--- src/rtl/assert_macros.svh ---
// assertion macros shared by the eikonal update rtl
// no dependencies; included by the modules that carry assertions
`ifndef ASSERT_MACROS_SVH
`define ASSERT_MACROS_SVH

// antecedent implies consequent in the same cycle, off during reset
`define ASSERT_IMPLY(lbl, clk, rst_n, ante, cons) \
    lbl: assert property (@(posedge clk) disable iff (!(rst_n)) (ante) |-> (cons)) \
        else $error("assertion failed");

// condition holds at every edge out of reset
`define ASSERT_ALWAYS(lbl, clk, rst_n, cond) \
    lbl: assert property (@(posedge clk) disable iff (!(rst_n)) (cond)) \
        else $error("assertion failed");

`endif

--- src/rtl/edu_pkg.sv ---
// shared widths, register codes and stage payload types of the eikonal update
// no dependencies
`default_nettype none

package edu_pkg;

    localparam int MAG_W       = 32;
    localparam int REG_W       = 31;
    localparam int CFG_IDX_W   = 1;
    localparam int SQ_W        = 2 * REG_W;
    localparam int RAD_W       = 64;
    localparam int ROOT_STAGES = RAD_W / 2;
    localparam int REM_W       = MAG_W + 3;

    // configuration register indexes
    typedef logic [CFG_IDX_W-1:0] t_cfg_idx;
    localparam t_cfg_idx CFG_GRID_SPACING = 1'd0;
    localparam t_cfg_idx CFG_NARROW_BAND  = 1'd1;

    localparam logic [REG_W-1:0] GRID_SPACING_RST = 31'd65536;
    localparam logic [REG_W-1:0] NARROW_BAND_RST  = 31'd327680;

    typedef struct packed {
        logic [REG_W-1:0] grid_spacing;
        logic [REG_W-1:0] narrow_band;
    } t_cfg;

    // values that ride alongside the square root
    typedef struct packed {
        logic [MAG_W:0] near_sum;   // min(a, b) + dx
        logic [MAG_W:0] pair_sum;   // a + b
        logic           upwind;     // |a - b| >= dx
        logic           neg;
    } t_side;

    // one stage of the digit-by-digit square root
    typedef struct packed {
        logic [RAD_W-1:0] rad;
        logic [REM_W-1:0] rem;
        logic [MAG_W-1:0] root;
        t_side            side;
    } t_root;

endpackage

`default_nettype wire

--- src/rtl/edu_cfg.sv ---
// configuration registers: grid spacing and narrow band
// depends on edu_pkg
`default_nettype none

module edu_cfg (
    input  wire logic                     i_clk,
    input  wire logic                     i_rst_n,
    input  wire logic                     i_cfg_we,
    input  wire edu_pkg::t_cfg_idx        i_cfg_idx,
    input  wire logic [edu_pkg::REG_W-1:0] i_cfg_data,
    output edu_pkg::t_cfg                 o_cfg
);

    edu_pkg::t_cfg r_cfg;

    // register writes, unknown indexes ignored
    always_ff @(posedge i_clk) begin
        if (!i_rst_n) begin
            r_cfg.grid_spacing <= edu_pkg::GRID_SPACING_RST;
            r_cfg.narrow_band  <= edu_pkg::NARROW_BAND_RST;
        end else if (i_cfg_we) begin
            case (i_cfg_idx)
                edu_pkg::CFG_GRID_SPACING: r_cfg.grid_spacing <= i_cfg_data;
                edu_pkg::CFG_NARROW_BAND:  r_cfg.narrow_band  <= i_cfg_data;
                default: ;
            endcase
        end
    end

    assign o_cfg = r_cfg;

endmodule

`default_nettype wire

--- config.mk ---
export PLATFORM = sky130hd
export DESIGN_NAME = edu_cfg
export DESIGN_NICKNAME = d
export VERILOG_FILES = /design/src/rtl/assert_macros.svh /design/src/rtl/edu_pkg.sv /design/src/rtl/edu_cfg.sv
export SDC_FILE = /design/constraint.sdc
export NUM_CORES = 1
export LEC_CHECK = 0
export BUFFER_PORTS_ARGS = -buffer_cell sky130_fd_sc_hd__buf_4
export CAP_MARGIN = 20
export CORE_MARGIN = 5
export CORE_UTILIZATION = 30
export CTS_CLUSTER_SIZE = 28
export DETAILED_ROUTE_END_ITERATION = 10
export PLACE_DENSITY = 0.59
export RECOVER_POWER = 25
export SLEW_MARGIN = 0
export SYNTH_ARGS = -nofsm -noshare
export SYNTH_HDL_FRONTEND = slang
export SYNTH_SLANG_ARGS = --single-unit
--- constraint.sdc ---
create_clock -name i_clk -period 2.5 [get_ports i_clk]
set_input_delay 0.5 -clock i_clk [delete_from_list [all_inputs] [get_ports i_clk]]
set_output_delay 0.5 -clock i_clk [all_outputs]
set_load 0.05 [all_outputs]
==> results by group <==
Clock network
  • Latest clock arrival within the worst-skew pair: 330 ps
  • Setup Buffers After CTS: 0
  • Cts hold-fix bufs: 0
  • Max Buffers Root-to-Sink: 2
  • CTS tree: built
  • Worst-path clk slew: 70 ps
  • CTS Sinks: 62
  • H-tree depth: 3
  • Num CTS Buffers: 9
  • Root Driver: clkbuf_8
  • CTS resizes: 0

Detailed routing
  • Initial DRC Count: 18
  • Vias: 1863
  • Drc violations: 0
  • Final WL: roughly 5600 um
  • Drt wl/cell: 12.8 um
  • ANT nets after route: 0
  • Vias/cell: 4.25
  • Drt first pass iters: 4

Final layout
  • Finished Core Util: between 40% and 50%
  • Synth-to-Final Area Change: 37.8%
  • Most common cell after layout, fill and taps aside: buf_4
  • Area taken by multi-input logic gates: about 1000 um2
  • Most frequent cells in the layout: 96 x buf_4, 89 x nand2_1, 62 x dfxtp_1
  • # fillers: 784
  • Share of cells above drive strength 1: 34.5%
  • Non-filler cells, final: 438
  • Final nets: 367
  • Register Area: 1240 um2
  • Antenna diodes: 0
  • Max FFs per register: 62

Setup path
  • CP peak stage delay: a little under 800 ps
  • Slowest-stage cell, CP: clkbuf_2
  • Family with the most delay on the worst path: buffers and inverters
  • WP data required: ~2800 ps
  • R2r setup slk: 1870 ps
  • Reg2Reg Launch Point: o_cfg[5]
  • Crit path cell chain: buf_4 -> clkbuf_2 -> nand2_1 -> mux2i_1
  • Critical path arrival: about 2000 ps
  • Critical path buffers and inverters: 2
  • RR Endpoint: o_cfg[5]
  • CP Class: in2reg
  • Worst Setup End Kind: register
  • Critical Path Fanout Max: 51
  • Critical path launch point type: input pin
  • Worst R2R Path Depth: 2

Pwr
  • Pwr dens: 709 nW/um2
  • Leak: 1.62 nW
  • Peak supply drop: 0.315 mV
  • Total chip power: around 2.4 mW

Timing
  • Fmax: approximately 560 MHz
  • Least-Margin Pin Slew: 915 ps
  • Final setup vio count: 0
  • Crit path time final: 1770 ps
  • Post-Route Setup TNS: 0 ps
  • Setup Skew: 0 ps
  • Final Max Slew Viols: 0
  • Tcrit/Tclk final: a little under three quarters
  • Rel. slew slack: 39.0%
  • Final hold vios: 0
  • RSZ-0062 raised after global routing: no

Place
  • Port buffer count: 96
  • GPL Wtd Cong: 0.699
  • Hpwl dp: 4010 um
  • Placed cells: 423

Global routing
  • All-Layer GR Usage: 11.4%
  • Vias in the first global route: between 1500 and 2000
  • First-pass GRT wire length: 9130 um
  • Overflow after GRT: 0
  • Initial antenna violation count: 0
  • Largest net degree at the start of global routing: 52

Yosys
  • Avg Cell Area, Syn: 10.0 um2
  • Area of the mapped netlist: 2410 um2
  • Mapped Nets: 276
  • Distinct cells, synth: 16
  • Register area share after synthesis: 51.5%
  • Post-synthesis register bit count: 62
  • Synth Warn #: 0
  • Post-Syn Instances: between 200 and 250

Floorplan
  • Initial Util: 31.0%
  • Core ar.: slightly below 8000 um2
  • Chip Width: 99.6 um
  • DIE HEIGHT: around 100 um
  • Die area: 9930 um2
  • Row Count: 32
  • Top Ports: 97

Flow run
  • Max Cap Violations: 0

Min path
  • Worst hold path type: in2reg
  • Hold_sp: i_cfg_data[16]
  • Hold depth: 3
  • Worst Hold Path EP: o_cfg[16]

Status
  • Outcome: complete, no violations
## worst max path at each step
stage / startpoint / endpoint / slack [ps] / cells after the start
after CTS: o_cfg[19] / o_cfg[19] / 1070 / 1
final: i_rst_n / o_cfg[35] / 730 / 4
after global placement: i_cfg_we / o_cfg[41] / 850 / 4
after global routing: i_rst_n / o_cfg[11] / 550 / 4
after floorplan: i_cfg_we / o_cfg[31] / 1220 / 5
after detailed placement: i_cfg_we / o_cfg[39] / 790 / 4
## layout make-up
| cell class | instances | share of cell area (%) |
|---|---|---|
| Clock inverter | 4 | 1.43 |
| Inverter | 3 | 0.339 |
| Tap cell | 102 | 3.84 |
| Clock buffer | 11 | 4.26 |
| Timing Repair Buffer | 99 | 22.6 |
| Multi-Input combinational cell | 157 | 30.2 |
| Sequential cell | 62 | 37.4 |
## synthesized netlist by cell type
master / n / area share, %
o211ai_2: 1 / 0.52
nand3b_1: 1 / 0.31
buf_4: 2 / 0.62
inv_1: 3 / 0.47
mux2i_1: 59 / 25
and2_2: 1 / 0.31
o211ai_1: 2 / 0.62
clkbuf_1: 2 / 0.31
nand2_4: 1 / 0.47
nor2b_4: 1 / 0.57
nand2_1: 89 / 14
buf_2: 10 / 2.1
dfxtp_1: 62 / 52
nand3_1: 2 / 0.42
buf_12: 3 / 2.5
buf_6: 2 / 0.93
## metrics by stage
step,instance area [um2],setup WS [ps],hold slack (ps)
2_1_floorplan,2410,1220,642
3_3_place_gp,3150,847,446
3_5_place_dp,3150,786,446
4_1_cts,3340,1070,414
5_1_grt,3320,551,436
6_report,3320,729,441
## layer usage
layer	share of wire, %	track usage, %	vias up
met5	0	0	-
met4	1.6	4.73	0
met3	7.5	4.84	9
met2	47	18.4	57
met1	44	13.2	837
li1	-	-	960
## power breakdown
part / leakage (nW) / internal, mW / switching [mW]
combinational: 1.01 / 0.150 / 0.288
sequential: 0.508 / 1.04 / 0.0277
clock: 0.0952 / 0.479 / 0.370
total: 1.62 / 1.67 / 0.686
## worst min-delay path: stages
cell      delay (ps)
buf_4             80
nand3_1           50
o211ai_1          90
## cells by family (layout without fill, tap and decap cells)
kind of cell    Yosys count  count (layout)  synth area share (%)
flops                    62              62                  51.5
simple gates             95              95                  15.9
compound gates            3               3                  1.14
buf+inv                  22             117                  6.91
mux                      59              59                  24.5
Power figures use the tool's default switching activity.
