$ cat src/rtl/assert_macros.svh
// assertion macros shared by the eikonal update rtl
// no dependencies; included by the modules that carry assertions
`ifndef ASSERT_MACROS_SVH
`define ASSERT_MACROS_SVH

// antecedent implies consequent in the same cycle, off during reset
`define ASSERT_IMPLY(lbl, clk, rst_n, ante, cons) \
    lbl: assert property (@(posedge clk) disable iff (!(rst_n)) (ante) |-> (cons)) \
        else $error("assertion failed");

// condition holds at every edge out of reset
`define ASSERT_ALWAYS(lbl, clk, rst_n, cond) \
    lbl: assert property (@(posedge clk) disable iff (!(rst_n)) (cond)) \
        else $error("assertion failed");

`endif

$ cat src/rtl/edu_pkg.sv
// shared widths, register codes and stage payload types of the eikonal update
// no dependencies
`default_nettype none

package edu_pkg;

    localparam int MAG_W       = 32;
    localparam int REG_W       = 31;
    localparam int CFG_IDX_W   = 1;
    localparam int SQ_W        = 2 * REG_W;
    localparam int RAD_W       = 64;
    localparam int ROOT_STAGES = RAD_W / 2;
    localparam int REM_W       = MAG_W + 3;

    // configuration register indexes
    typedef logic [CFG_IDX_W-1:0] t_cfg_idx;
    localparam t_cfg_idx CFG_GRID_SPACING = 1'd0;
    localparam t_cfg_idx CFG_NARROW_BAND  = 1'd1;

    localparam logic [REG_W-1:0] GRID_SPACING_RST = 31'd65536;
    localparam logic [REG_W-1:0] NARROW_BAND_RST  = 31'd327680;

    typedef struct packed {
        logic [REG_W-1:0] grid_spacing;
        logic [REG_W-1:0] narrow_band;
    } t_cfg;

    // values that ride alongside the square root
    typedef struct packed {
        logic [MAG_W:0] near_sum;   // min(a, b) + dx
        logic [MAG_W:0] pair_sum;   // a + b
        logic           upwind;     // |a - b| >= dx
        logic           neg;
    } t_side;

    // one stage of the digit-by-digit square root
    typedef struct packed {
        logic [RAD_W-1:0] rad;
        logic [REM_W-1:0] rem;
        logic [MAG_W-1:0] root;
        t_side            side;
    } t_root;

endpackage

`default_nettype wire

$ cat src/rtl/edu_res_if.sv
// result channel interface: raw distance, signed clamped distance, clamp flag
// no dependencies
`default_nettype none

interface edu_res_if;
    logic               valid;
    logic               ready;
    logic        [31:0] raw_distance;
    logic signed [31:0] signed_distance;
    logic               band_clamped;

    modport source (
        output valid, raw_distance, signed_distance, band_clamped,
        input  ready
    );
    modport sink (
        input  valid, raw_distance, signed_distance, band_clamped,
        output ready
    );
endinterface

`default_nettype wire

$ cat src/rtl/edu_back.sv
// back pipeline: branch select and saturation, then band clamp and sign (2 stages)
// depends on edu_pkg, edu_res_if and assert_macros.svh
`default_nettype none
`include "assert_macros.svh"

module edu_back (
    input  wire logic                      i_clk,
    input  wire logic                      i_rst_n,
    input  wire logic                      i_valid,
    output logic                           o_ready,
    input  wire edu_pkg::t_root            i_data,
    input  wire logic [edu_pkg::REG_W-1:0] i_narrow_band,
    edu_res_if.source                      o_res
);

    localparam int MW = edu_pkg::MAG_W;

    logic          r_b1_vld, r_b2_vld;
    logic [MW-1:0] r_b1_raw;
    logic          r_b1_neg;
    logic [MW-1:0] r_b2_raw, r_b2_sd;
    logic          r_b2_clamp;
    logic          b1_rdy, b2_rdy;

    assign b2_rdy  = !r_b2_vld || o_res.ready;
    assign b1_rdy  = !r_b1_vld || b2_rdy;
    assign o_ready = b1_rdy;

    // stage 1: upwind or quadratic result, saturated to 32 bits
    logic [MW+1:0] quad_sum;
    logic [MW:0]   u_val;
    logic [MW-1:0] n_b1_raw;
    always_comb begin
        quad_sum = {1'b0, i_data.side.pair_sum} + {2'b0, i_data.root};
        u_val    = i_data.side.upwind ? i_data.side.near_sum : quad_sum[MW+1:1];
        n_b1_raw = u_val[MW] ? '1 : u_val[MW-1:0];
    end

    // stage 2: clamp to the band and apply the cell sign
    logic          n_b2_clamp;
    logic [MW-1:0] kept, n_b2_sd;
    always_comb begin
        n_b2_clamp = r_b1_raw > {1'b0, i_narrow_band};
        kept       = n_b2_clamp ? {1'b0, i_narrow_band} : r_b1_raw;
        n_b2_sd    = r_b1_neg ? (MW'(0) - kept) : kept;
    end

    always_ff @(posedge i_clk) begin
        if (!i_rst_n) begin
            r_b1_vld <= 1'b0;
            r_b2_vld <= 1'b0;
        end else begin
            if (b1_rdy) r_b1_vld <= i_valid;
            if (b2_rdy) r_b2_vld <= r_b1_vld;
        end
    end

    always_ff @(posedge i_clk) begin
        if (b1_rdy) begin
            r_b1_raw <= n_b1_raw;
            r_b1_neg <= i_data.side.neg;
        end
        if (b2_rdy) begin
            r_b2_raw   <= r_b1_raw;
            r_b2_sd    <= n_b2_sd;
            r_b2_clamp <= n_b2_clamp;
        end
    end

    assign o_res.valid           = r_b2_vld;
    assign o_res.raw_distance    = r_b2_raw;
    assign o_res.signed_distance = $signed(r_b2_sd);
    assign o_res.band_clamped    = r_b2_clamp;

    // an unclamped result carries the raw magnitude with either sign
    logic sign_ok;
    assign sign_ok = (r_b2_sd == r_b2_raw) || (r_b2_sd == (MW'(0) - r_b2_raw));
    `ASSERT_IMPLY(a_unclamped_mag, i_clk, i_rst_n, r_b2_vld && !r_b2_clamp, sign_ok)

endmodule

`default_nettype wire

$ cat src/flat_wrapper.sv
// flat-port wrapper written by rule: the top's interface ports become plain ports
module edu_back_flat 
  (i_clk, i_rst_n, i_valid, o_ready, i_data, i_narrow_band, o_res_valid, o_res_raw_distance, o_res_signed_distance, o_res_band_clamped, o_res_ready);
  edu_res_if o_res_i ();
  input  wire logic i_clk;
  input  wire logic i_rst_n;
  input  wire logic i_valid;
  output logic o_ready;
  input  wire edu_pkg::t_root i_data;
  input  wire logic [edu_pkg::REG_W-1:0] i_narrow_band;
  output wire logic [$bits(o_res_i.valid)-1:0] o_res_valid;
  output wire logic [$bits(o_res_i.raw_distance)-1:0] o_res_raw_distance;
  output wire logic [$bits(o_res_i.signed_distance)-1:0] o_res_signed_distance;
  output wire logic [$bits(o_res_i.band_clamped)-1:0] o_res_band_clamped;
  input wire logic [$bits(o_res_i.ready)-1:0] o_res_ready;
  assign o_res_valid = o_res_i.valid;
  assign o_res_raw_distance = o_res_i.raw_distance;
  assign o_res_signed_distance = o_res_i.signed_distance;
  assign o_res_band_clamped = o_res_i.band_clamped;
  assign o_res_i.ready = o_res_ready;
  edu_back u_core (.i_clk(i_clk), .i_rst_n(i_rst_n), .i_valid(i_valid), .o_ready(o_ready), .i_data(i_data), .i_narrow_band(i_narrow_band), .o_res(o_res_i));
endmodule
$ cat config.mk
export PLATFORM = sky130hd
export DESIGN_NAME = edu_back_flat
export DESIGN_NICKNAME = d
export VERILOG_FILES = /design/src/rtl/edu_pkg.sv /design/src/rtl/edu_res_if.sv /design/src/rtl/edu_back.sv /design/src/flat_wrapper.sv
export VERILOG_INCLUDE_DIRS = /design/src /design/src/rtl
export SDC_FILE = /design/constraint.sdc
export NUM_CORES = 1
export LEC_CHECK = 0
export ABC_AREA = 1
export BUFFER_PORTS_ARGS = -buffer_cell sky130_fd_sc_hd__buf_4
export CAP_MARGIN = 40
export CORE_MARGIN = 4
export CORE_UTILIZATION = 54
export DETAILED_ROUTE_END_ITERATION = 8
export PLACE_DENSITY = 0.91
export SETUP_SLACK_MARGIN = 0.05
export SYNTH_ARGS = -nofsm -noshare
export SYNTH_HDL_FRONTEND = slang
export SYNTH_SLANG_ARGS = --single-unit
$ cat constraint.sdc
create_clock -name i_clk -period 9.55 [get_ports i_clk]
set_input_delay 1.91 -clock i_clk [delete_from_list [all_inputs] [get_ports i_clk]]
set_output_delay 1.91 -clock i_clk [all_outputs]
set_load 0.005 [all_outputs]
==> summary.md <==
| Metric | Value |
|---|---|
| F_max | `194 MHz` |
| Mean Syn Cell Area | `7.65 um2` |
| Worst path bufs/invs | `5` |
| Post-cts resize count | `0` |
| Final hold violations | `0` |
| Largest net degree at the start of global routing | `67` |
| Synthesized instance count | `1009` |
| Seq/Total Area, Yosys | `38.7%` |
| Placed Area | `9370 um2` |
| Core Region | `13900 um2` |
| Worst slew pin tran | `0.809 ns` |
| Initial Util | `55.4%` |
| Clk_lat worst skew | `0.34 ns` |
| Worst endpoint required time | `9.65 ns` |
| Vias/cell | `5.36` |
| CP arrival | `5.25 ns` |
| Core Util, Final | `69.4%` |
| CP max FO | `46` |
| Post-Route WL | `20.7 mm` |
| Final instance area | `9670 um2` |
| Setup TNS | `0 ns` |
| H-tree Lvls | `3` |
| Layout Skew | `0.00815 ns` |
| #FFs+latches synth | `100` |
| Final ANT Viol Nets | `0` |
| Max Cap Viol | `0` |
| Nets | `1499` |
| Post-synth top flop | `edfxtp_1` |
| Status | `complete, no violations` |
| Final critical-path required period | `5.15 ns` |
| CP max stage cell | `nor4_2` |
| Setup crit end kind | `flip-flop` |
| Max VDD drop | `0.0902 mV` |
| Slowest stage delay, CP | `0.35 ns` |
| IO Pins | `301` |
| # rows | `43` |
| FF-to-FF setup slack | `5.60 ns` |
| Final worst path period share | `53.9%` |
| Number of global-route vias before repair | `7008` |
| Critical Path Most Common Cell | `nand2_1` |
| Die Wd | `128 um` |
| Placed wire-length estimate | `17.0 mm` |
| Final Hold Slack | `0.450 ns` |
| Syn. warnings | `0` |
| Area growth, synth to finish | `25.3%` |
| Total global routing overflow | `0` |
| Die ar. | `16300 um2` |
| Initial antenna violation count | `0` |
| Via count | `7426` |
| Top Family by Delay on Critical Path | `simple AND/OR/NAND/NOR gates` |
| Kind of critical path | `in2reg` |
| Layout cell share with drive strength beyond 1 | `20.1%` |
| Clock tree root buffer cell | `clkbuf_16` |
| Placer Congestion | `0.934` |
| First DRT Iteration DRCs | `558` |
| Rel. slew slack | `46.1%` |
| DRT Pass-1 Iters | `5` |
| Critical Path Source Type | `primary input` |
| CTS tree | `yes` |
| Final setup fails | `0` |
| Syn nets | `1307` |
| Post-synth EDFFs | `98` |
| CTS buffer count | `9` |
| # hold bufs at CTS | `0` |
| P per Cell Area | `144 nW/um2` |
| Drc violations | `0` |
| Post-synthesis cell type count | `43` |
| CP Cell Sequence | `buf_4 -> inv_1 -> ha_1 -> inv_1 -> nor4_2 -> and2b_1 -> nand2_1 -> nand2_4 -> nand2_8 -> nand2_1 -> o21ai_1 -> inv_1 -> ha_1 -> nand2_1 -> nor2_1 -> nand2_1 -> nor2_1 -> nand3_1 -> nand2_1 -> nand2_1 -> nand2_1 -> inv_1` |
| First-pass GRT wire length | `32.7 mm` |
| HP Class | `reg2reg` |
| Clock tree sinks | `100` |
| Tot Pwr | `0.00139 W` |
| # port buffers | `201` |
| Wirelength per Cell | `14.9 um` |
| Post-synth ARST share | `0%` |
| Pins over their slew limit | `0` |
| Leakage Power | `4.73 nW` |
| Clock Tree Buf Depth | `2` |
| RSZ-0062 raised after global routing | `false` |
| DIE HEIGHT | `128 um` |
| Cell area after synthesis | `7720 um2` |
| N_diodes | `0` |
| CTS clk-pin slew, worst paths | `0.07 ns` |
| Total Routing Usage GR | `25.0%` |
| Setup bufs post-CTS | `0` |
-- flip-flops by register name, indices dropped and copies added, names as in the netlist --
name and flops:
u_core.o_res.signed_distance 32, u_core.o_res.raw_distance 32, u_core.r_b1_neg 1, u_core.o_res.band_clamped 1
u_core.o_res.valid 1, u_core.r_b1_raw 32, u_core.r_b1_vld 1
-- synth_stat cells, types with 2 or more instances --
library cell | number | area [um2]
nand2_1 | 311 | 1170
inv_1 | 131 | 492
edfxtp_1 | 98 | 2940
nor2_1 | 86 | 323
nand3_1 | 65 | 325
ha_1 | 63 | 788
a21oi_1 | 57 | 285
o21ai_0 | 31 | 155
o211ai_1 | 26 | 195
xor2_1 | 21 | 184
xnor2_1 | 18 | 158
nand4_1 | 13 | 81.3
a31oi_1 | 8 | 50.1
clkbuf_1 | 8 | 30.0
buf_1 | 7 | 26.3
o21ai_1 | 6 | 30.0
buf_2 | 5 | 25.0
a21o_1 | 4 | 30.0
nand2_2 | 4 | 25.0
nand3b_1 | 4 | 30.0
nor3_1 | 4 | 20.0
o21a_1 | 4 | 30.0
a21boi_0 | 3 | 22.5
buf_6 | 3 | 33.8
inv_2 | 3 | 11.3
nor2_2 | 3 | 18.8
o21ai_2 | 3 | 26.3
buf_4 | 2 | 15.0
dfxtp_1 | 2 | 40.0
o21bai_1 | 2 | 15.0
o221ai_1 | 2 | 17.5
-- layer usage --
layer  share of wire, %  global-route usage (%)
met1                 42                    31.7
met2                 48                    42.4
met3                7.4                    5.02
met4                2.9                    8.90
met5                  0                       0
-- final timing paths --
kind,from,end,cells after the start
worst max-delay path,i_narrow_band[29],u_core.o_res.signed_distance[26]$_DFFE_PP_,22
worst min-delay path,u_core.r_b1_vld$_SDFFE_PN0P_,u_core.o_res.valid$_SDFFE_PN0P_,2
worst max register to register,u_core.r_b1_raw[29]$_SDFFCE_PP1P_,u_core.o_res.signed_distance[26]$_DFFE_PP_,20
worst min register to register,u_core.r_b1_vld$_SDFFE_PN0P_,u_core.o_res.valid$_SDFFE_PN0P_,2
-- cell type report --
| type | instances | area (um2) |
|---|---|---|
| clock buffer | 9 | 225 |
| clock inverter | 7 | 76.3 |
| sequential | 100 | 2980 |
| inverter | 134 | 503 |
| tap | 180 | 225 |
| multi-input combinational | 750 | 4110 |
| fill | 1145 | 4270 |
| timing repair buffer | 206 | 1550 |
-- worst min-delay path: cells and delay by family (launching register included) --
family / cells / cell delay [ns]
DFF: 1 / 0.31
buffers and inverters: 1 / 0.05
AOI/OAI and AO/OA: 1 / 0.05
-- report_power, final --
group | switching (W) | internal [W]
logic | 0.000234 | 0.000195
registers | 0.0000361 | 0.000559
clock network | 0.000160 | 0.000205
total | 0.000430 | 0.000959
-- per-stage QoR --
stage	cells	setup slack [ns]
after global placement	1370	4.20
after floorplan	1009	4.87
after CTS	1386	4.46
after detailed placement	1370	4.14
final	1386	4.40
after global routing	1386	3.99
-- layout by cell type, fill, tap and decap left out, types with 2 or more instances in the layout --
cell type	Yosys	final
nand2_1	311	310
buf_4	2	206
inv_1	131	131
edfxtp_1	98	98
nor2_1	86	86
nand3_1	65	65
ha_1	63	63
a21oi_1	57	57
o21ai_0	31	31
o211ai_1	26	26
xor2_1	21	21
xnor2_1	18	18
nand4_1	13	13
clkbuf_16	0	9
a31oi_1	8	8
o21ai_1	6	6
nand2_2	4	5
a21o_1	4	4
nor3_1	4	4
nand3b_1	4	4
o21a_1	4	4
inv_2	3	3
o21ai_2	3	3
nor2_2	3	3
a21boi_0	3	3
o221ai_1	2	2
o21bai_1	2	2
clkinv_2	0	2
clkinv_4	0	2
dfxtp_1	2	2
-- kinds of logic (layout without fill, tap and decap cells) --
kind of cell | count (synthesis) | in the layout | share of synthesized area [%]
simple gates | 497 | 497 | 26.7
buf+inv | 159 | 356 | 8.20
compound gates | 150 | 150 | 11.5
flops | 100 | 100 | 38.7
fa+ha+maj | 64 | 64 | 10.5
xor+xnor | 39 | 39 | 4.43
Power figures use the tool's default switching activity.
