==> src/rtl/assert_macros.svh <==
// assertion macros shared by the eikonal update rtl
// no dependencies; included by the modules that carry assertions
`ifndef ASSERT_MACROS_SVH
`define ASSERT_MACROS_SVH

// antecedent implies consequent in the same cycle, off during reset
`define ASSERT_IMPLY(lbl, clk, rst_n, ante, cons) \
    lbl: assert property (@(posedge clk) disable iff (!(rst_n)) (ante) |-> (cons)) \
        else $error("assertion failed");

// condition holds at every edge out of reset
`define ASSERT_ALWAYS(lbl, clk, rst_n, cond) \
    lbl: assert property (@(posedge clk) disable iff (!(rst_n)) (cond)) \
        else $error("assertion failed");

`endif

==> src/rtl/edu_pkg.sv <==
// shared widths, register codes and stage payload types of the eikonal update
// no dependencies
`default_nettype none

package edu_pkg;

    localparam int MAG_W       = 32;
    localparam int REG_W       = 31;
    localparam int CFG_IDX_W   = 1;
    localparam int SQ_W        = 2 * REG_W;
    localparam int RAD_W       = 64;
    localparam int ROOT_STAGES = RAD_W / 2;
    localparam int REM_W       = MAG_W + 3;

    // configuration register indexes
    typedef logic [CFG_IDX_W-1:0] t_cfg_idx;
    localparam t_cfg_idx CFG_GRID_SPACING = 1'd0;
    localparam t_cfg_idx CFG_NARROW_BAND  = 1'd1;

    localparam logic [REG_W-1:0] GRID_SPACING_RST = 31'd65536;
    localparam logic [REG_W-1:0] NARROW_BAND_RST  = 31'd327680;

    typedef struct packed {
        logic [REG_W-1:0] grid_spacing;
        logic [REG_W-1:0] narrow_band;
    } t_cfg;

    // values that ride alongside the square root
    typedef struct packed {
        logic [MAG_W:0] near_sum;   // min(a, b) + dx
        logic [MAG_W:0] pair_sum;   // a + b
        logic           upwind;     // |a - b| >= dx
        logic           neg;
    } t_side;

    // one stage of the digit-by-digit square root
    typedef struct packed {
        logic [RAD_W-1:0] rad;
        logic [REM_W-1:0] rem;
        logic [MAG_W-1:0] root;
        t_side            side;
    } t_root;

endpackage

`default_nettype wire

==> src/rtl/edu_req_if.sv <==
// request channel interface: neighbor magnitudes, present bits and cell sign
// no dependencies
`default_nettype none

interface edu_req_if;
    logic        valid;
    logic        ready;
    logic [31:0] left_mag;
    logic [31:0] right_mag;
    logic [31:0] below_mag;
    logic [31:0] above_mag;
    logic        has_left;
    logic        has_right;
    logic        has_below;
    logic        has_above;
    logic        center_negative;

    modport source (
        output valid, left_mag, right_mag, below_mag, above_mag,
               has_left, has_right, has_below, has_above, center_negative,
        input  ready
    );
    modport sink (
        input  valid, left_mag, right_mag, below_mag, above_mag,
               has_left, has_right, has_below, has_above, center_negative,
        output ready
    );
endinterface

`default_nettype wire

==> src/rtl/edu_front.sv <==
// front pipeline: axis minima, upwind test, squares and discriminant (4 stages)
// depends on edu_pkg and edu_req_if
`default_nettype none

module edu_front (
    input  wire logic                      i_clk,
    input  wire logic                      i_rst_n,
    edu_req_if.sink                        i_req,
    input  wire logic [edu_pkg::REG_W-1:0] i_grid_spacing,
    output logic                           o_valid,
    input  wire logic                      i_ready,
    output edu_pkg::t_root                 o_data
);

    localparam int MW = edu_pkg::MAG_W;
    localparam int RW = edu_pkg::REG_W;
    localparam int SW = edu_pkg::SQ_W;

    function automatic logic [MW-1:0] take_mag(input logic [MW-1:0] mag, input logic has);
        return has ? mag : '1;
    endfunction

    function automatic logic [MW-1:0] min_mag(input logic [MW-1:0] x, input logic [MW-1:0] y);
        return (x < y) ? x : y;
    endfunction

    // stage registers
    logic          r_s1_vld, r_s2_vld, r_s3_vld, r_s4_vld;
    logic [MW-1:0] r_s1_a, r_s1_b;
    logic          r_s1_neg;
    logic [RW-1:0] r_s2_diff;
    edu_pkg::t_side r_s2_side, r_s3_side;
    logic [SW-1:0] r_s3_sq_dx, r_s3_sq_diff;
    edu_pkg::t_root r_s4_data;

    logic s1_rdy, s2_rdy, s3_rdy, s4_rdy;

    // stall chain: a stage takes new data when empty or draining
    assign s4_rdy = !r_s4_vld || i_ready;
    assign s3_rdy = !r_s3_vld || s4_rdy;
    assign s2_rdy = !r_s2_vld || s3_rdy;
    assign s1_rdy = !r_s1_vld || s2_rdy;
    assign i_req.ready = s1_rdy;

    // stage 1: per-axis minimum with missing neighbors far away
    logic [MW-1:0] n_s1_a, n_s1_b;
    always_comb begin
        n_s1_a = min_mag(take_mag(i_req.left_mag, i_req.has_left),
                         take_mag(i_req.right_mag, i_req.has_right));
        n_s1_b = min_mag(take_mag(i_req.below_mag, i_req.has_below),
                         take_mag(i_req.above_mag, i_req.has_above));
    end

    // stage 2: ordering, difference, upwind test and sums
    logic [MW-1:0]  s2_lo, s2_hi, s2_diff;
    edu_pkg::t_side n_s2_side;
    always_comb begin
        s2_lo   = (r_s1_a < r_s1_b) ? r_s1_a : r_s1_b;
        s2_hi   = (r_s1_a < r_s1_b) ? r_s1_b : r_s1_a;
        s2_diff = s2_hi - s2_lo;
        n_s2_side.upwind   = s2_diff >= {1'b0, i_grid_spacing};
        n_s2_side.near_sum = {1'b0, s2_lo} + {2'b0, i_grid_spacing};
        n_s2_side.pair_sum = {1'b0, r_s1_a} + {1'b0, r_s1_b};
        n_s2_side.neg      = r_s1_neg;
    end

    // stage 3: squares of spacing and difference
    logic [SW-1:0] s3_dx_ext, s3_diff_ext;
    assign s3_dx_ext   = SW'(i_grid_spacing);
    assign s3_diff_ext = SW'(r_s2_diff);

    // stage 4: discriminant 2*dx*dx - diff*diff, seeds the root
    edu_pkg::t_root n_s4_data;
    always_comb begin
        n_s4_data.rad  = {1'b0, r_s3_sq_dx, 1'b0} - {2'b0, r_s3_sq_diff};
        n_s4_data.rem  = '0;
        n_s4_data.root = '0;
        n_s4_data.side = r_s3_side;
    end

    // valid bits
    always_ff @(posedge i_clk) begin
        if (!i_rst_n) begin
            r_s1_vld <= 1'b0;
            r_s2_vld <= 1'b0;
            r_s3_vld <= 1'b0;
            r_s4_vld <= 1'b0;
        end else begin
            if (s1_rdy) r_s1_vld <= i_req.valid;
            if (s2_rdy) r_s2_vld <= r_s1_vld;
            if (s3_rdy) r_s3_vld <= r_s2_vld;
            if (s4_rdy) r_s4_vld <= r_s3_vld;
        end
    end

    // payload
    always_ff @(posedge i_clk) begin
        if (s1_rdy) begin
            r_s1_a   <= n_s1_a;
            r_s1_b   <= n_s1_b;
            r_s1_neg <= i_req.center_negative;
        end
        if (s2_rdy) begin
            r_s2_diff <= s2_diff[RW-1:0];
            r_s2_side <= n_s2_side;
        end
        if (s3_rdy) begin
            r_s3_sq_dx   <= s3_dx_ext * s3_dx_ext;
            r_s3_sq_diff <= s3_diff_ext * s3_diff_ext;
            r_s3_side    <= r_s2_side;
        end
        if (s4_rdy) begin
            r_s4_data <= n_s4_data;
        end
    end

    assign o_valid = r_s4_vld;
    assign o_data  = r_s4_data;

endmodule

`default_nettype wire

==> src/flat_wrapper.sv <==
// flat-port wrapper written by rule: the top's interface ports become plain ports
module edu_front_flat 
  (i_clk, i_rst_n, i_grid_spacing, o_valid, i_ready, o_data, i_req_valid, i_req_left_mag, i_req_right_mag, i_req_below_mag, i_req_above_mag, i_req_has_left, i_req_has_right, i_req_has_below, i_req_has_above, i_req_center_negative, i_req_ready);
  edu_req_if i_req_i ();
  input  wire logic i_clk;
  input  wire logic i_rst_n;
  input  wire logic [edu_pkg::REG_W-1:0] i_grid_spacing;
  output logic o_valid;
  input  wire logic i_ready;
  output edu_pkg::t_root o_data;
  input wire logic [$bits(i_req_i.valid)-1:0] i_req_valid;
  input wire logic [$bits(i_req_i.left_mag)-1:0] i_req_left_mag;
  input wire logic [$bits(i_req_i.right_mag)-1:0] i_req_right_mag;
  input wire logic [$bits(i_req_i.below_mag)-1:0] i_req_below_mag;
  input wire logic [$bits(i_req_i.above_mag)-1:0] i_req_above_mag;
  input wire logic [$bits(i_req_i.has_left)-1:0] i_req_has_left;
  input wire logic [$bits(i_req_i.has_right)-1:0] i_req_has_right;
  input wire logic [$bits(i_req_i.has_below)-1:0] i_req_has_below;
  input wire logic [$bits(i_req_i.has_above)-1:0] i_req_has_above;
  input wire logic [$bits(i_req_i.center_negative)-1:0] i_req_center_negative;
  output wire logic [$bits(i_req_i.ready)-1:0] i_req_ready;
  assign i_req_i.valid = i_req_valid;
  assign i_req_i.left_mag = i_req_left_mag;
  assign i_req_i.right_mag = i_req_right_mag;
  assign i_req_i.below_mag = i_req_below_mag;
  assign i_req_i.above_mag = i_req_above_mag;
  assign i_req_i.has_left = i_req_has_left;
  assign i_req_i.has_right = i_req_has_right;
  assign i_req_i.has_below = i_req_has_below;
  assign i_req_i.has_above = i_req_has_above;
  assign i_req_i.center_negative = i_req_center_negative;
  assign i_req_ready = i_req_i.ready;
  edu_front u_core (.i_clk(i_clk), .i_rst_n(i_rst_n), .i_req(i_req_i), .i_grid_spacing(i_grid_spacing), .o_valid(o_valid), .i_ready(i_ready), .o_data(o_data));
endmodule
==> config.mk <==
export PLATFORM = sky130hd
export DESIGN_NAME = edu_front_flat
export DESIGN_NICKNAME = d
export VERILOG_FILES = /design/src/rtl/assert_macros.svh /design/src/rtl/edu_pkg.sv /design/src/rtl/edu_req_if.sv /design/src/rtl/edu_front.sv /design/src/flat_wrapper.sv
export SDC_FILE = /design/constraint.sdc
export NUM_CORES = 2
export LEC_CHECK = 0
export BUFFER_PORTS_ARGS = -buffer_cell sky130_fd_sc_hd__buf_2
export CORE_UTILIZATION = 40
export CTS_CLUSTER_DIAMETER = 50
export DETAILED_ROUTE_END_ITERATION = 7
export GPL_TIMING_DRIVEN = 1
export SLEW_MARGIN = 25
export SYNTH_ARGS = -nofsm -noshare
export SYNTH_HDL_FRONTEND = slang
export SYNTH_SLANG_ARGS = --single-unit
==> constraint.sdc <==
create_clock -name i_clk -period 16.74 [get_ports i_clk]
set_input_delay 2.511 -clock i_clk [delete_from_list [all_inputs] [get_ports i_clk]]
set_output_delay 2.511 -clock i_clk [all_outputs]
set_load 0.1 [all_outputs]
==> out/summary.txt <==
Clock transition at path regs: 0.06 ns
Total of max-cap violations: 0
Clock Path Buffers: 3
Post-synthesis cell area: 82100 sq um
Worst Skew: 0.0666 ns
Core box area: 203000 sq um
Synth top area share: 36.5%
Reg2Reg Capture Point: u_core.r_s3_sq_diff[60]
Remaining Overflow, GRT: 0
Clk sink count: 487
Post-cts repair resize count: 0
Filler cells: 19643
H-tree levels: 3
Clock latency on the worst-skew pair: 0.73 ns
Num rows: 165
Drt pass-1 iters: 6
FF+latch area: 14600 sq um
Final slew viol count: 0
Die W: 455 microns
Die Y: 455 microns
Layout cell share with drive strength beyond 1: 6.49%
Worst setup EP type: register
Syn avg cell area: 9.85 sq um
Crit path DAT: 11.77 ns
Initial antenna violation count: 27
Mapped Cells: 8337
Synth unique cells: 106
Top FF cell, synth: edfxtp_1
Hold Path Class: register to register
FF-to-FF path depth: 25
Slew @ Worst Pin: 1.15 ns
Final nets: 10947
Final Hold Fails: 0
R2R Setup Slk: 7.12 ns
Seq cells post-synth: 487
DRC violations left: 0
Number of synthesized flops with an enable pin: 483
Final Setup Violations: 0
Vias after detailed routing: 57570
Final setup TNS: 0 ns
Drt via density: 5.13
Ports: 369
First-pass GRT wire length: 358 mm
Total Routing Usage GR: 23.1%
I/O Buffers: 301
Synthesis Warnings: 0
Worst setup path end: u_core.r_s3_sq_dx[61]
Syn-to-layout area delta: 7.78%
Root buf cell: clkbuf_16
TritonCTS Buffers: 72
Hold slack: 0.388 ns
Post-synthesis sequential area ratio: 17.8%
Setup bufs post-CTS: 0
WL/cell: 21.1 microns
Crit path from: i_grid_spacing[19]
Top cells by area, synth: fa_1 (37%), edfxtp_1 (18%), ha_1 (12%), inv_1 (9.4%), nand2_1 (3.2%)
Nature of the critical path startpoint: primary input
CTS tree: built
Slew HR: 22.7%
Initial DRC count: 3891
Final HPWL DP: 190 mm
Post-DRT Antenna Nets: 0
Die area: 207000 sq um
Crit path required time: 17.14 ns
Status: complete, no violations
Hold-fix buffers at CTS: 0
Largest net degree at the start of global routing: 128
Worst Path Class, Setup: primary input to register
Initial Utilization: 40.4%
Vias in the first global route: 60876
Tcrit/Tclk final: 67.9%
Placer Congestion: 0.932
Multi-input gate area: 58400 sq um
Async set-reset flop share out of synthesis: 0%
Unrepaired setup endpoints after global routing: no
Worst R2R Start: u_core.r_s2_diff[11]
Fmax: 0.0880 GHz
Final wirelength: 237 mm
Critical Path Fanout Max: 18
Period minus WS final: 11.37 ns
Synth area leader: fa_1
==> metal layers <==
| layer | global-route usage (%) | share of wire (%) | up-vias |
|---|---|---|---|
| met4 | 8.54 | 4.1 | 14 |
| met3 | 4.50 | 6.9 | 415 |
| met2 | 38.0 | 47 | 1858 |
| li1 | - | - | 26056 |
| met5 | 0 | 0.032 | - |
| met1 | 30.0 | 42 | 29227 |
==> worst min-delay path by stage <==
stage	from	end	slack [ns]	cells after the start
6_report	u_core.n_s4_data[52]	u_core.o_data[52]	0.39	0
3_3_place_gp	u_core.r_s2_side[52]	u_core.n_s4_data[52]	0.40	0
4_1_cts	u_core.n_s4_data[52]	u_core.o_data[52]	0.39	0
3_5_place_dp	u_core.n_s4_data[12]	u_core.o_data[12]	0.40	0
5_1_grt	u_core.n_s4_data[52]	u_core.o_data[52]	0.39	0
2_1_floorplan	u_core.r_s2_side[0]	u_core.n_s4_data[0]	0.40	0
==> worst max-delay path: stages <==
cell and delay [ns]:
buf_2 0.48, clkinv_1 0.96, nor2_1 0.55, fa_1 0.49, inv_1 0.08, fa_1 0.44
fa_1 0.54, fa_1 0.54, inv_1 0.06, fa_1 0.44, fa_1 0.42, fa_1 0.54
inv_1 0.06, fa_1 0.48, inv_1 0.05, ha_1 0.35, a21oi_1 0.25, o21bai_1 0.09
a21oi_1 0.30, o2111ai_1 0.19, a21oi_1 0.44, o21ai_1 0.25, a31oi_1 0.30, o21ai_1 0.19
o41ai_2 0.33, o21ai_0 0.15, a21oi_1 0.19, xnor2_1 0.10
==> registers in the layout, indices dropped and copies added, names as in the netlist <==
signal / flops
u_core.n_s4_data: 68
u_core.o_data: 131
u_core.o_valid: 1
u_core.r_s1_a: 32
u_core.r_s1_b: 32
u_core.r_s1_neg: 1
u_core.r_s1_vld: 1
u_core.r_s2_diff: 30
u_core.r_s2_side: 68
u_core.r_s2_vld: 1
u_core.r_s3_sq_diff: 60
u_core.r_s3_sq_dx: 61
u_core.r_s3_vld: 1
==> layout make-up <==
type	instances	area share [%]
Antenna cell	7	0.0198
Clock buffer	83	2.08
Clock inverter	45	0.612
Inverter	2074	8.81
Multi-Input combinational cell	5502	66.0
Sequential cell	487	16.5
Tap cell	2672	3.78
Timing Repair Buffer	359	2.21
==> cell families (layout without fill, tap and decap cells) <==
| logic type | Yosys count | count (layout) | synth area share (%) |
|---|---|---|---|
| simple gates | 1799 | 1799 | 10.3 |
| xor+xnor | 293 | 293 | 3.13 |
| mux | 80 | 80 | 0.984 |
| buf+inv | 2414 | 2561 | 11.4 |
| compound gates | 980 | 980 | 7.91 |
| other cells | 1 | 74 | 0.00457 |
| fa+ha+maj | 2283 | 2283 | 48.5 |
| flops | 487 | 487 | 17.8 |
==> synth_stat cells, types with 35 or more instances <==
cell	count
mux2i_1	74
buf_1	36
nor2b_1	140
ha_1	785
o21ai_0	162
and2_1	228
nand3_1	69
clkbuf_1	211
nand4_1	42
o21bai_1	46
buf_4	70
inv_1	2062
o21a_1	43
nor3_1	36
nand2b_1	41
xor2_1	96
a21oi_1	288
fa_1	1498
xnor2_1	197
edfxtp_1	483
and3_1	35
nand2_1	693
a21o_1	168
nor2_1	430
==> cell usage in the layout, fill, tap and decap left out, types with 22 or more instances in the layout <==
cell and n:
buf_2 301, nand3_1 69, a21oi_1 288, a31oi_1 32, edfxtp_1 483, buf_4 57
nor3_1 36, nor2_1 429, and2_1 228, o21a_1 43, xnor2_1 196, mux2i_1 74
a21o_1 168, nor2b_1 140, nand4_1 42, conb_1 67, o22ai_1 22, inv_1 2060
o21bai_1 46, ha_1 785, nand2b_1 41, o21ai_0 162, clkbuf_16 72, fa_1 1498
nand2_1 691, xor2_1 96, and3_1 35
==> metrics by stage <==
step                      utilization (%)  instance area [sq um]  worst slack, ns  instances
final                                43.6                  88500             5.37      11229
after global routing                 43.6                  88500             5.08      11226
after CTS                            43.5                  88500             5.48      11222
after detailed placement             42.4                  86100             4.77      11094
after global placement               42.4                  86100             4.97      11094
after floorplan                         -                  82300             6.70       8403
Power is not shown: default switching activity piles up to over one toggle a cycle in this logic, so the estimate is an artifact.
