### src/rtl/assert_macros.svh
// assertion macros shared by the eikonal update rtl
// no dependencies; included by the modules that carry assertions
`ifndef ASSERT_MACROS_SVH
`define ASSERT_MACROS_SVH

// antecedent implies consequent in the same cycle, off during reset
`define ASSERT_IMPLY(lbl, clk, rst_n, ante, cons) \
    lbl: assert property (@(posedge clk) disable iff (!(rst_n)) (ante) |-> (cons)) \
        else $error("assertion failed");

// condition holds at every edge out of reset
`define ASSERT_ALWAYS(lbl, clk, rst_n, cond) \
    lbl: assert property (@(posedge clk) disable iff (!(rst_n)) (cond)) \
        else $error("assertion failed");

`endif

### src/rtl/edu_pkg.sv
// shared widths, register codes and stage payload types of the eikonal update
// no dependencies
`default_nettype none

package edu_pkg;

    localparam int MAG_W       = 32;
    localparam int REG_W       = 31;
    localparam int CFG_IDX_W   = 1;
    localparam int SQ_W        = 2 * REG_W;
    localparam int RAD_W       = 64;
    localparam int ROOT_STAGES = RAD_W / 2;
    localparam int REM_W       = MAG_W + 3;

    // configuration register indexes
    typedef logic [CFG_IDX_W-1:0] t_cfg_idx;
    localparam t_cfg_idx CFG_GRID_SPACING = 1'd0;
    localparam t_cfg_idx CFG_NARROW_BAND  = 1'd1;

    localparam logic [REG_W-1:0] GRID_SPACING_RST = 31'd65536;
    localparam logic [REG_W-1:0] NARROW_BAND_RST  = 31'd327680;

    typedef struct packed {
        logic [REG_W-1:0] grid_spacing;
        logic [REG_W-1:0] narrow_band;
    } t_cfg;

    // values that ride alongside the square root
    typedef struct packed {
        logic [MAG_W:0] near_sum;   // min(a, b) + dx
        logic [MAG_W:0] pair_sum;   // a + b
        logic           upwind;     // |a - b| >= dx
        logic           neg;
    } t_side;

    // one stage of the digit-by-digit square root
    typedef struct packed {
        logic [RAD_W-1:0] rad;
        logic [REM_W-1:0] rem;
        logic [MAG_W-1:0] root;
        t_side            side;
    } t_root;

endpackage

`default_nettype wire

### src/rtl/edu_root_step.sv
// one registered step of the digit-by-digit integer square root (one root bit)
// depends on edu_pkg and assert_macros.svh
`default_nettype none
`include "assert_macros.svh"

module edu_root_step (
    input  wire logic           i_clk,
    input  wire logic           i_rst_n,
    input  wire logic           i_valid,
    output logic                o_ready,
    input  wire edu_pkg::t_root i_data,
    output logic                o_valid,
    input  wire logic           i_ready,
    output edu_pkg::t_root      o_data
);

    localparam int MW = edu_pkg::MAG_W;
    localparam int XW = edu_pkg::REM_W;
    localparam int DW = edu_pkg::RAD_W;

    logic           r_vld;
    edu_pkg::t_root r_data;
    edu_pkg::t_root n_data;
    logic [XW-1:0]  rem_sh, trial;

    assign o_ready = !r_vld || i_ready;

    // bring down two radicand bits and try the next root bit
    always_comb begin
        rem_sh = {i_data.rem[XW-3:0], i_data.rad[DW-1 -: 2]};
        trial  = {1'b0, i_data.root, 2'b01};
        n_data = i_data;
        n_data.rad = {i_data.rad[DW-3:0], 2'b00};
        if (rem_sh >= trial) begin
            n_data.rem  = rem_sh - trial;
            n_data.root = {i_data.root[MW-2:0], 1'b1};
        end else begin
            n_data.rem  = rem_sh;
            n_data.root = {i_data.root[MW-2:0], 1'b0};
        end
    end

    always_ff @(posedge i_clk) begin
        if (!i_rst_n) begin
            r_vld <= 1'b0;
        end else if (o_ready) begin
            r_vld <= i_valid;
        end
    end

    always_ff @(posedge i_clk) begin
        if (o_ready) r_data <= n_data;
    end

    assign o_valid = r_vld;
    assign o_data  = r_data;

    // remainder never exceeds twice the partial root
    logic rem_ok;
    assign rem_ok = r_data.rem <= {2'b00, r_data.root, 1'b0};
    `ASSERT_IMPLY(a_rem_bound, i_clk, i_rst_n, r_vld, rem_ok)

endmodule

`default_nettype wire

### config.mk
export PLATFORM = sky130hd
export DESIGN_NAME = edu_root_step
export DESIGN_NICKNAME = d
export VERILOG_FILES = /design/src/rtl/edu_pkg.sv /design/src/rtl/edu_root_step.sv
export VERILOG_INCLUDE_DIRS = /design/src /design/src/rtl
export SDC_FILE = /design/constraint.sdc
export NUM_CORES = 1
export LEC_CHECK = 0
export ABC_AREA = 1
export BUFFER_PORTS_ARGS = -buffer_cell sky130_fd_sc_hd__buf_4
export CORE_AREA = 2 2 157 159
export CTS_CLUSTER_SIZE = 25
export DETAILED_ROUTE_END_ITERATION = 16
export DIE_AREA = 0 0 159 161
export PLACE_DENSITY = 0.69
export SLEW_MARGIN = 5
export SYNTH_ARGS = -nofsm -noshare
export SYNTH_HDL_FRONTEND = slang
export SYNTH_SLANG_ARGS = --single-unit
export TNS_END_PERCENT = 100
### constraint.sdc
create_clock -name i_clk -period 8 [get_ports i_clk]
set_clock_uncertainty 0.05 [all_clocks]
set_input_delay 2 -clock i_clk [delete_from_list [all_inputs] [get_ports i_clk]]
set_output_delay 2 -clock i_clk [all_outputs]
set_load 0.05 [all_outputs]
==> results.toml, run 1 <==
[status]
outcome = "completed"

[grt]
grt-ovfl-total = 0
grt_usage_pct = 22.89
first_global_vias = 7286
antenna_found_initial = 5
grt_pass1_wl_mm = 43.66
grt_max_degree = 85

[logic_synthesis]
synth_common_cells = "nand2_1 (303), edfxtp_1 (197), inv_1 (126), nor2_1 (61)"
ys_types = 29
syn_inst = 858
syn_avg_cell_area_um2 = 10.56
ys.flop_type = "edfxtp_1"
synth_top_area_share_pct = 65.29
async_reset_ff_share_pct = 0
yosys-top-cells-area = "edfxtp_1 (65%), nand2_1 (13%), inv_1 (5.2%)"
ys_warn_count = 0
syn_area_um2 = 9060
synth-edff-count = 197
ys_ff_latch = 198
synth_top_cell_by_area = "edfxtp_1"
ys_seq_area_share_pct = 65.52
yosysMostFrequentCell = "nand2_1"

[clocking]
clk_pin_slew_ns = 0.09
clk_latency_ns = 0.43
cts_tree = "done"
cts_setup_buffers = 0
cts_buffer_depth = 2
ctsResizeCount = 0
h-tree-depth = 4
cts_root_buf = "clkbuf_16"
cts_made_buffers = 17
cts_sinks = 198
ctsHoldBuffers = 0

[detailed_routing]
drtAntennaViolNets = 0
drt-wirelength-per-cell_um = 18.55
vias_per_cell = 4.562
dr.pass1.iters = 5
drc = 0
num_vias = 7340
routed_wl_mm = 29.85
drt_iter0_drc = 481

[worst_setup_path]
crit_path_frequent_cell = "buf_4"
crit-reg2reg-launch = "o_valid"
endpoint_kind = "output port"
r2r_slack_ns = 4.99
crit_path_start_kind = "primary input"
crit_path_top_delay_cell = "buf_4"
cp_slowest_stage_delay_ns = 0.27
reg2reg_depth = 3
arrival_ns = 2.75
required_ns = 5.95
rr_endpoint = "o_data[34]"
crit_path_cell_trace = "buf_4 -> inv_1 -> nand2_8 -> buf_4"
cp_max_fo = 38
path_class = "primary input to output port"

[power_and_ir_drop]
power_mw = 3.048
intPower_mw = 1.975
power_density_nw_per_um2 = 232.9
p_clk_share_pct = 31.0
seqPwrFrac_pct = 41.9
combPwrFrac_pct = 27.1
p_leak_nw = 6.408
switching_share_pct = 35.19
p_sw_mw = 1.073
vdd_drop_max_v = 0.0001446

[floorplanning]
ios = 404
rows = 57
initial_utilization_pct = 37.81
die_h_um = 161
coreArea_um2 = 23960
dieArea_um2 = 25600
fp.dieW_um = 159

[run]
drv_cap = 0

[placed_design]
dp.cells = 1576
dpl.hpwl_mm = 23.84
place_congestion = 0.9004
portBuffers = 399

[sta]
hold_viol = 0
worst_slew_pin_slew_ns = 1.071
fmax_ghz = 0.2085
rsz0062_at_grt = "false"
whs_ns = 0.7788
tns_ns = 0
fin_crit_sh_pct = 59.95
setup_viol = 0
slew_headroom_pct = 28.63
fin_crit_ns = 4.796
drv_slew = 0

[min_path]
hold-path-endpoint = "o_data[78]"
hp-start = "o_valid"
hold_path.class = "register to register"
holdPathStages = 1

[final_layout]
area_delta_synth_final_pct = 44.46
final_util_pct = 54.62
nFillCells = 2156
drive_gt1_share_pct = 35.12
num-nets-final = 1508
final_cells = 1609
-- area by class of cell --
type,count,area (µm²),area share [%]
clock buffers,17,425.4,3.250
clock inverters,15,239.0,1.826
inverters,131,494.2,3.776
well taps,324,405.4,3.098
repair buffers,401,3010,23.00
multi-input cells,522,2575,19.67
diodes,1,2.502,0.01912
flip-flops and latches,198,5936,45.35
-- how the worst max path moves through the flow --
stage	endpoint	depth (start not counted)	start	slack, ns
after floorplan	o_ready	2	i_ready	1.40
after global placement	o_ready	4	i_ready	3.20
after detailed placement	o_ready	4	i_ready	3.20
after CTS	o_ready	4	i_ready	3.20
after global routing	o_ready	4	i_ready	3.17
final	o_ready	4	i_ready	3.20
-- sequential cells by signal (all words and copies together), names as in the netlist --
register,cells
o_valid,1
o_data,197
-- power by group through the flow --
stage | logic [mW] | registers [mW] | clock network [mW]
floorplan | 0.201 | 1.63 | 0
global placement | 0.826 | 1.30 | 0
detailed placement | 0.831 | 1.30 | 0
CTS | 0.833 | 1.28 | 0.962
global route | 0.877 | 1.29 | 0.996
finish | 0.827 | 1.28 | 0.944
-- routing by layer --
metal | GRT usage (%) | part of all wire (%) | up-vias
li1 | - | - | 3624
met1 | 27.82 | 41 | 3409
met2 | 39.05 | 49 | 258
met3 | 7.524 | 7.1 | 41
met4 | 6.694 | 2.7 | 8
met5 | 0 | 0.16 | -
-- worst max-delay path, delay by kind of cell --
kind	cells	cell delay (ns)
buffers and inverters	3	0.51
AND/OR/NAND/NOR	1	0.21
-- stage by stage --
stage	worst slack, ns	cell area, µm²
2_1_floorplan	1.405	9066
3_3_place_gp	3.201	12420
3_5_place_dp	3.200	12420
4_1_cts	3.198	13090
5_1_grt	3.171	13090
6_report	3.204	13090
-- cells by family after synthesis --
kind of cell / count (synthesis) / synth area share, %
compound gates: 43 / 2.707
xor+xnor: 18 / 1.740
fa+ha+maj: 34 / 4.696
buf+inv: 139 / 6.284
flops: 198 / 65.52
other cells: 1 / 0.04139
simple gates: 425 / 19.02
-- placed cells by master (no fill, tap or decap), types with 2 or more instances in the layout --
master	n
o21ai_0	7
o21a_1	2
a21o_1	2
a21oi_1	25
nor3_1	3
a21oi_2	2
nand3b_1	10
nand2_2	3
nor2_2	5
nand2_1	302
clkbuf_16	17
conb_1	2
inv_1	126
buf_4	401
o21bai_1	3
edfxtp_1	197
ha_1	34
inv_12	4
clkinv_8	6
xor2_1	16
xnor2_1	2
inv_2	4
inv_6	3
nor2_1	61
nand4_1	4
nand3_1	34
(Power assumes the default switching activity.)
==> inputs of run 2 (changes only) <==
--- a/config.mk
+++ b/config.mk
@@ -6,13 +6,13 @@
 export SDC_FILE = /design/constraint.sdc
 export NUM_CORES = 1
 export LEC_CHECK = 0
-export ABC_AREA = 1
+export ABC_AREA = 0
 export BUFFER_PORTS_ARGS = -buffer_cell sky130_fd_sc_hd__buf_4
-export CORE_AREA = 2 2 157 159
+export CORE_AREA = 2 2 158 160
 export CTS_CLUSTER_SIZE = 25
 export DETAILED_ROUTE_END_ITERATION = 16
-export DIE_AREA = 0 0 159 161
-export PLACE_DENSITY = 0.69
+export DIE_AREA = 0 0 160 162
+export PLACE_DENSITY = 0.66
 export SLEW_MARGIN = 5
 export SYNTH_ARGS = -nofsm -noshare
 export SYNTH_HDL_FRONTEND = slang
==> constraint.sdc (replaced) <==
create_clock -name i_clk -period 4.2 [get_ports i_clk]
set_clock_uncertainty 0.05 [all_clocks]
set_input_delay 1.05 -clock i_clk [delete_from_list [all_inputs] [get_ports i_clk]]
set_output_delay 1.05 -clock i_clk [all_outputs]
set_load 0.05 [all_outputs]
==> run 2 against run 1 <==
Against the previous run: global-route usage down 2.2 points; via count fell by 13%; critical path depth up 7; non-clock buffer count is 10 higher; setup slack got worse by 2.5 ns; core utilization is 2.8 points lower; design area down 4.6%.
==> results.toml, run 2 <==
[clocking]
cts_made_buffers = 17
h-tree-depth = 4
cts_sinks = 198
cts_root_buf = "clkbuf_16"
clk_latency_ns = 0.43
cts_tree = "done"
cts_setup_buffers = 0
cts_buffer_depth = 2
ctsHoldBuffers = 0
ctsResizeCount = 0
clk_pin_slew_ns = 0.09

[final_layout]
layout_common_cells = "buf_4 (410), edfxtp_1 (197), inv_1 (47), nor2_1 (47), ha_1 (34)"
multiInputGateArea_um2 = 2247
area.sequential_um2 = 5936
final_common_cell = "buf_4"
n_antenna_cell = 0
drive_gt1_share_pct = 46.89
nFillCells = 2158
num-nets-final = 1237
area_delta_synth_final_pct = 47.71
largest_reg_flops = 197

[sta]
fin_crit_ns = 3.544
fin_crit_sh_pct = 84.39
worst_slack_ns = 0.6557
worst_slew_pin_slew_ns = 0.8597
hold_viol = 0
tns_ns = 0
setup_viol = 0
fmax_ghz = 0.2821
slew_headroom_pct = 42.68
rsz0062_at_grt = "false"
drv_slew = 0

[floorplanning]
dieArea_um2 = 25920
coreArea_um2 = 24110
die_h_um = 162
rows = 57
fp.dieW_um = 160
ios = 404
initial_utilization_pct = 35.05

[grt]
first_global_vias = 6393
grt-ovfl-total = 0
grt_pass1_wl_mm = 39.98
grt_usage_pct = 20.72
grt_max_degree = 105
antenna_found_initial = 1

[detailed_routing]
drt_iter0_drc = 489
drtAntennaViolNets = 0
dr.pass1.iters = 5
vias_per_cell = 4.780
num_vias = 6391
drc = 0
routed_wl_mm = 27.50
drt-wirelength-per-cell_um = 20.57

[logic_synthesis]
synth-xor-area-share_pct = 3.213
syn_area_um2 = 8449
yosys-top-cells-area = "edfxtp_1 (70%), ha_1 (5.0%), xnor2_1 (2.2%)"
ys_types = 58
synth-compound-area-share_pct = 10.53
ys.flop_type = "edfxtp_1"
synth_top_area_share_pct = 70.01
synth_top_family_by_area = "compound AO/OA/AOI/OAI gates"
synthAdderAreaFrac_pct = 5.035
synthMuxAreaShare_pct = 0.8885
syn_inst = 582
yosysMostFrequentCell = "edfxtp_1"
ys_warn_count = 0
syn_avg_cell_area_um2 = 14.52
ys_ff_latch = 198
async_reset_ff_share_pct = 0
synth-edff-count = 197
ys_seq_area_share_pct = 70.25
synth_top_cell_by_area = "edfxtp_1"
yosys.area_share.simple_pct = 6.753
synth_common_cells = "edfxtp_1 (197), inv_1 (47), nor2_1 (47), ha_1 (34), a21oi_1 (32)"

[status]
outcome = "completed"

[worst_setup_path]
arrival_ns = 3.67
required_ns = 4.33
path_class = "primary input to register"
endpoint_kind = "register"
crit_path_start_kind = "primary input"
cp_max_fo = 26

[power_and_ir_drop]
power_density_nw_per_um2 = 456.8
p_leak_nw = 5.458
vdd_drop_max_v = 0.0002378

[placed_design]
portBuffers = 399
dpl.hpwl_mm = 21.88
place_congestion = 0.8567
dpl_worst_slack_ns = 0.1704

[min_path]
hold_path.class = "primary input to register"

[run]
drv_cap = 0
-- run 2: cell count changes after synthesis, sizes merged, moves of 5 or more --
cell    delta
o211ai     +5
nor3       +8
inv       -83
nor2      -19
nand4      +6
nand3b    -10
a21o       +5
o21ai     +22
a21oi     +25
and3       +6
xnor2     +19
xor2       -6
nand3     -33
nand2    -279
-- run 2: where the power goes --
group / switching [mW] / internal [mW]
sequential: 0.0516 / 2.39
clock: 0.856 / 0.818
combinational: 1.07 / 0.522
total: 1.97 / 3.73
-- run 2: path summary, 6_finish.rpt --
check / from / slack, ns / to / cells after the start
worst max-delay path: i_data[92] / 0.66 / o_data[116] / 11
worst min-delay path: i_data[19] / 0.73 / o_data[19] / 1
worst max register to register: o_valid / 2.56 / o_data[178] / 2
worst min register to register: o_valid / 0.94 / o_data[129] / 2
-- run 2: metrics by stage --
step / area (µm²) / hold WS (ns) / power [mW] / cells / util [%]
2_1_floorplan: 8461 / 1.099 / 3.514 / 583 / -
3_3_place_gp: 11870 / 0.9464 / 4.067 / 1305 / 49.25
3_5_place_dp: 11870 / 0.9605 / 4.079 / 1305 / 49.25
4_1_cts: 12480 / 0.7159 / 5.762 / 1337 / 51.78
5_1_grt: 12480 / 0.7067 / 5.914 / 1337 / 51.78
6_report: 12480 / 0.7344 / 5.702 / 1337 / 51.78
-- run 2: logic make-up (layout without fill, tap and decap cells) --
| family | after synthesis | in the layout |
|---|---|---|
| DFF | 198 | 198 |
| and+or+nand+nor | 122 | 122 |
| xor gates and xnor gates | 31 | 31 |
| muxes | 7 | 7 |
| adders and majority gates | 34 | 34 |
| buffers and inverters | 61 | 491 |
| AOI/OAI and AO/OA | 128 | 128 |
| other | 1 | 2 |
-- run 2: area by class of cell --
| type | count | area share, % |
|---|---|---|
| flip-flops and latches | 198 | 47.56 |
| clock buffers | 18 | 3.439 |
| well taps | 324 | 3.248 |
| repair buffers | 411 | 24.82 |
| multi-input cells | 324 | 18.01 |
| clock inverters | 14 | 1.444 |
| inverters | 48 | 1.484 |
-- run 2: critical path, stage by stage --
cell and delay, ns:
buf_4 0.08, inv_1 0.04, ha_1 0.39, nand4_1 0.16, nand2b_1 0.20, or3_1 0.33, a211oi_2 0.34, o31ai_2 0.14
o21a_1 0.29, inv_6 0.25, mux2_2 0.37
-- run 2: metal layers --
metal	share of wire (%)	track usage, %	up-vias	routed length (µm)
met3	8.0	6.971	15	2191
met5	0	0	-	0
met1	40	25.45	3119	11070
met4	0.82	3.399	0	225
met2	51	36.23	252	14010
li1	-	-	3005	-
==> inputs of run 3 (changes only) <==
--- a/config.mk
+++ b/config.mk
@@ -12,7 +12,6 @@
 export CTS_CLUSTER_SIZE = 25
 export DETAILED_ROUTE_END_ITERATION = 16
 export DIE_AREA = 0 0 160 162
-export PLACE_DENSITY = 0.66
 export SLEW_MARGIN = 5
 export SYNTH_ARGS = -nofsm -noshare
 export SYNTH_HDL_FRONTEND = slang
==> constraint.sdc (replaced) <==
create_clock -name i_clk -period 3.38 [get_ports i_clk]
set_clock_uncertainty 0.05 [all_clocks]
set_input_delay 0.845 -clock i_clk [delete_from_list [all_inputs] [get_ports i_clk]]
set_output_delay 0.845 -clock i_clk [all_outputs]
set_load 0.05 [all_outputs]
==> run 3 against run 2 <==
Against the previous run: critical path type unchanged; routed wire length shrank 0.70%; sequential share of layout area shrank 1.4 points; core utilization is 1.6 points higher; final cell count up 3.7%; total power is 25% higher; critical endpoint is now o_data[123].
==> results.toml, run 3 (same netlist as run 2, synthesis figures left out) <==
[worst_setup_path]
crit-reg2reg-launch = "o_valid"
arrival_ns = 3.14
endpoint_kind = "register"
crit_path_frequent_cell = "buf_4"
path_class = "primary input to register"
required_ns = 3.51
r2r_slack_ns = 1.73
crit_path_cell_trace = "buf_4 -> inv_1 -> ha_1 -> buf_4 -> a21oi_1 -> o21ai_0 -> a21oi_1 -> o21ai_0 -> o31ai_2 -> o21a_1 -> inv_6 -> buf_4 -> nor2_1 -> a21oi_2"
cp_slowest_stage_delay_ns = 0.33
cp_num_buf_inv = 5
cp_max_fo = 11
crit_path_start_kind = "primary input"
crit_path_top_delay_cell = "ha_1"
rr_endpoint = "o_data[152]"
reg2reg_depth = 2
critPathTopFamily = "compound AO/OA/AOI/OAI gates"

[sta]
fin_crit_sh_pct = 89.27
worst_slew_pin_slew_ns = 0.8547
fmax_ghz = 0.3314
whs_ns = 0.5243
worst_slack_ns = 0.3628
rsz0062_at_grt = "false"
tns_ns = 0
hold_viol = 0
drv_slew = 0
fin_crit_ns = 3.017
setup_viol = 0
slew_headroom_pct = 43.02

[placed_design]
place_congestion = 0.8666
portBuffers = 399
dpl_worst_slack_ns = -0.1008
dpl.hpwl_mm = 21.84

[floorplanning]
die_h_um = 162
coreArea_um2 = 24110
fp.dieW_um = 160
ios = 404
rows = 57
dieArea_um2 = 25920
initial_utilization_pct = 35.05

[min_path]
holdPathStages = 1
hp-start = "i_data[165]"
hold-path-endpoint = "o_data[167]"
hold_path.class = "primary input to register"

[clocking]
cts_buffer_depth = 2
h-tree-depth = 4
cts_tree = "done"
cts_setup_buffers = 0
cts_made_buffers = 17
cts_root_buf = "clkbuf_16"
cts_sinks = 198
clk_pin_slew_ns = 0.08
clk_latency_ns = 0.43
ctsResizeCount = 0
ctsHoldBuffers = 0

[detailed_routing]
dr.pass1.iters = 5
num_vias = 6473
routed_wl_mm = 27.31
drt-wirelength-per-cell_um = 19.70
drt_iter0_drc = 355
drc = 0
vias_per_cell = 4.670
drtAntennaViolNets = 0

[final_layout]
area_delta_synth_final_pct = 52.20
n_antenna_cell = 0
num-nets-final = 1287
final_common_cell = "buf_4"
drive_gt1_share_pct = 49.44
largest_reg_flops = 197
layout_common_cells = "buf_4 (459), edfxtp_1 (197), inv_1 (47), nor2_1 (47), ha_1 (34)"

[power_and_ir_drop]
vdd_drop_max_v = 0.0002292
p_leak_nw = 5.701
power_density_nw_per_um2 = 555.3

[grt]
grt_pass1_wl_mm = 38.71
grt_max_degree = 110
grt_usage_pct = 20.27
grt-ovfl-total = 0
first_global_vias = 6202
antenna_found_initial = 0

[status]
outcome = "completed"

[run]
drv_cap = 0
[run 3: cell count changes in the layout (fill, tap and decap cells not counted)]
cell      delta
clkbuf_1     -1
buf_12       +1
inv_8        +1
inv_12       -1
buf_4       +49
[run 3: layout make-up]
class / count / area, µm²
clock buffers: 17 / 425.4
clock inverters: 14 / 175.2
fillers: 2157 / 11250
inverters: 48 / 185.2
multi-input cells: 324 / 2247
flip-flops and latches: 198 / 5936
well taps: 324 / 405.4
repair buffers: 461 / 3486
[run 3: how the worst max path moves through the flow]
| stage | start | end | slack [ns] | cells after the start |
|---|---|---|---|---|
| 2_1_floorplan | i_ready | o_ready | 0.14 | 1 |
| 3_3_place_gp | i_data[88] | o_data[116] | -0.10 | 12 |
| 3_5_place_dp | i_data[68] | o_data[123] | -0.10 | 14 |
| 4_1_cts | i_data[88] | o_data[123] | 0.34 | 14 |
| 5_1_grt | i_data[88] | o_data[123] | 0.17 | 14 |
| 6_report | i_data[88] | o_data[123] | 0.36 | 14 |
[run 3: where the power goes]
part           switching (mW)  internal [mW]
Combinational            1.33          0.716
Sequential             0.0659           2.97
Clock                    1.05           1.01
Total                    2.45           4.69
[run 3: stage by stage]
stage / instance area, µm² / total power [mW] / utilization (%) / std cells
after floorplan: 8461 / 4.367 / - / 583
after global placement: 12260 / 5.137 / 50.86 / 1355
after detailed placement: 12260 / 5.150 / 50.86 / 1355
after CTS: 12860 / 7.224 / 53.35 / 1386
after global routing: 12860 / 7.410 / 53.35 / 1386
final: 12860 / 7.141 / 53.35 / 1386
[run 3: worst register-to-register path: stages, from the launching register on]
cell and delay, ns:
dfxtp_1 0.35, nand2b_4 0.15, buf_4 0.66
[run 3: per-layer routing]
metal	wire length, µm	track usage, %	up-vias
met5	0	0	-
met4	524	5.487	0
met3	1693	5.465	30
met2	14010	35.42	238
met1	11090	24.90	3100
li1	-	-	3105
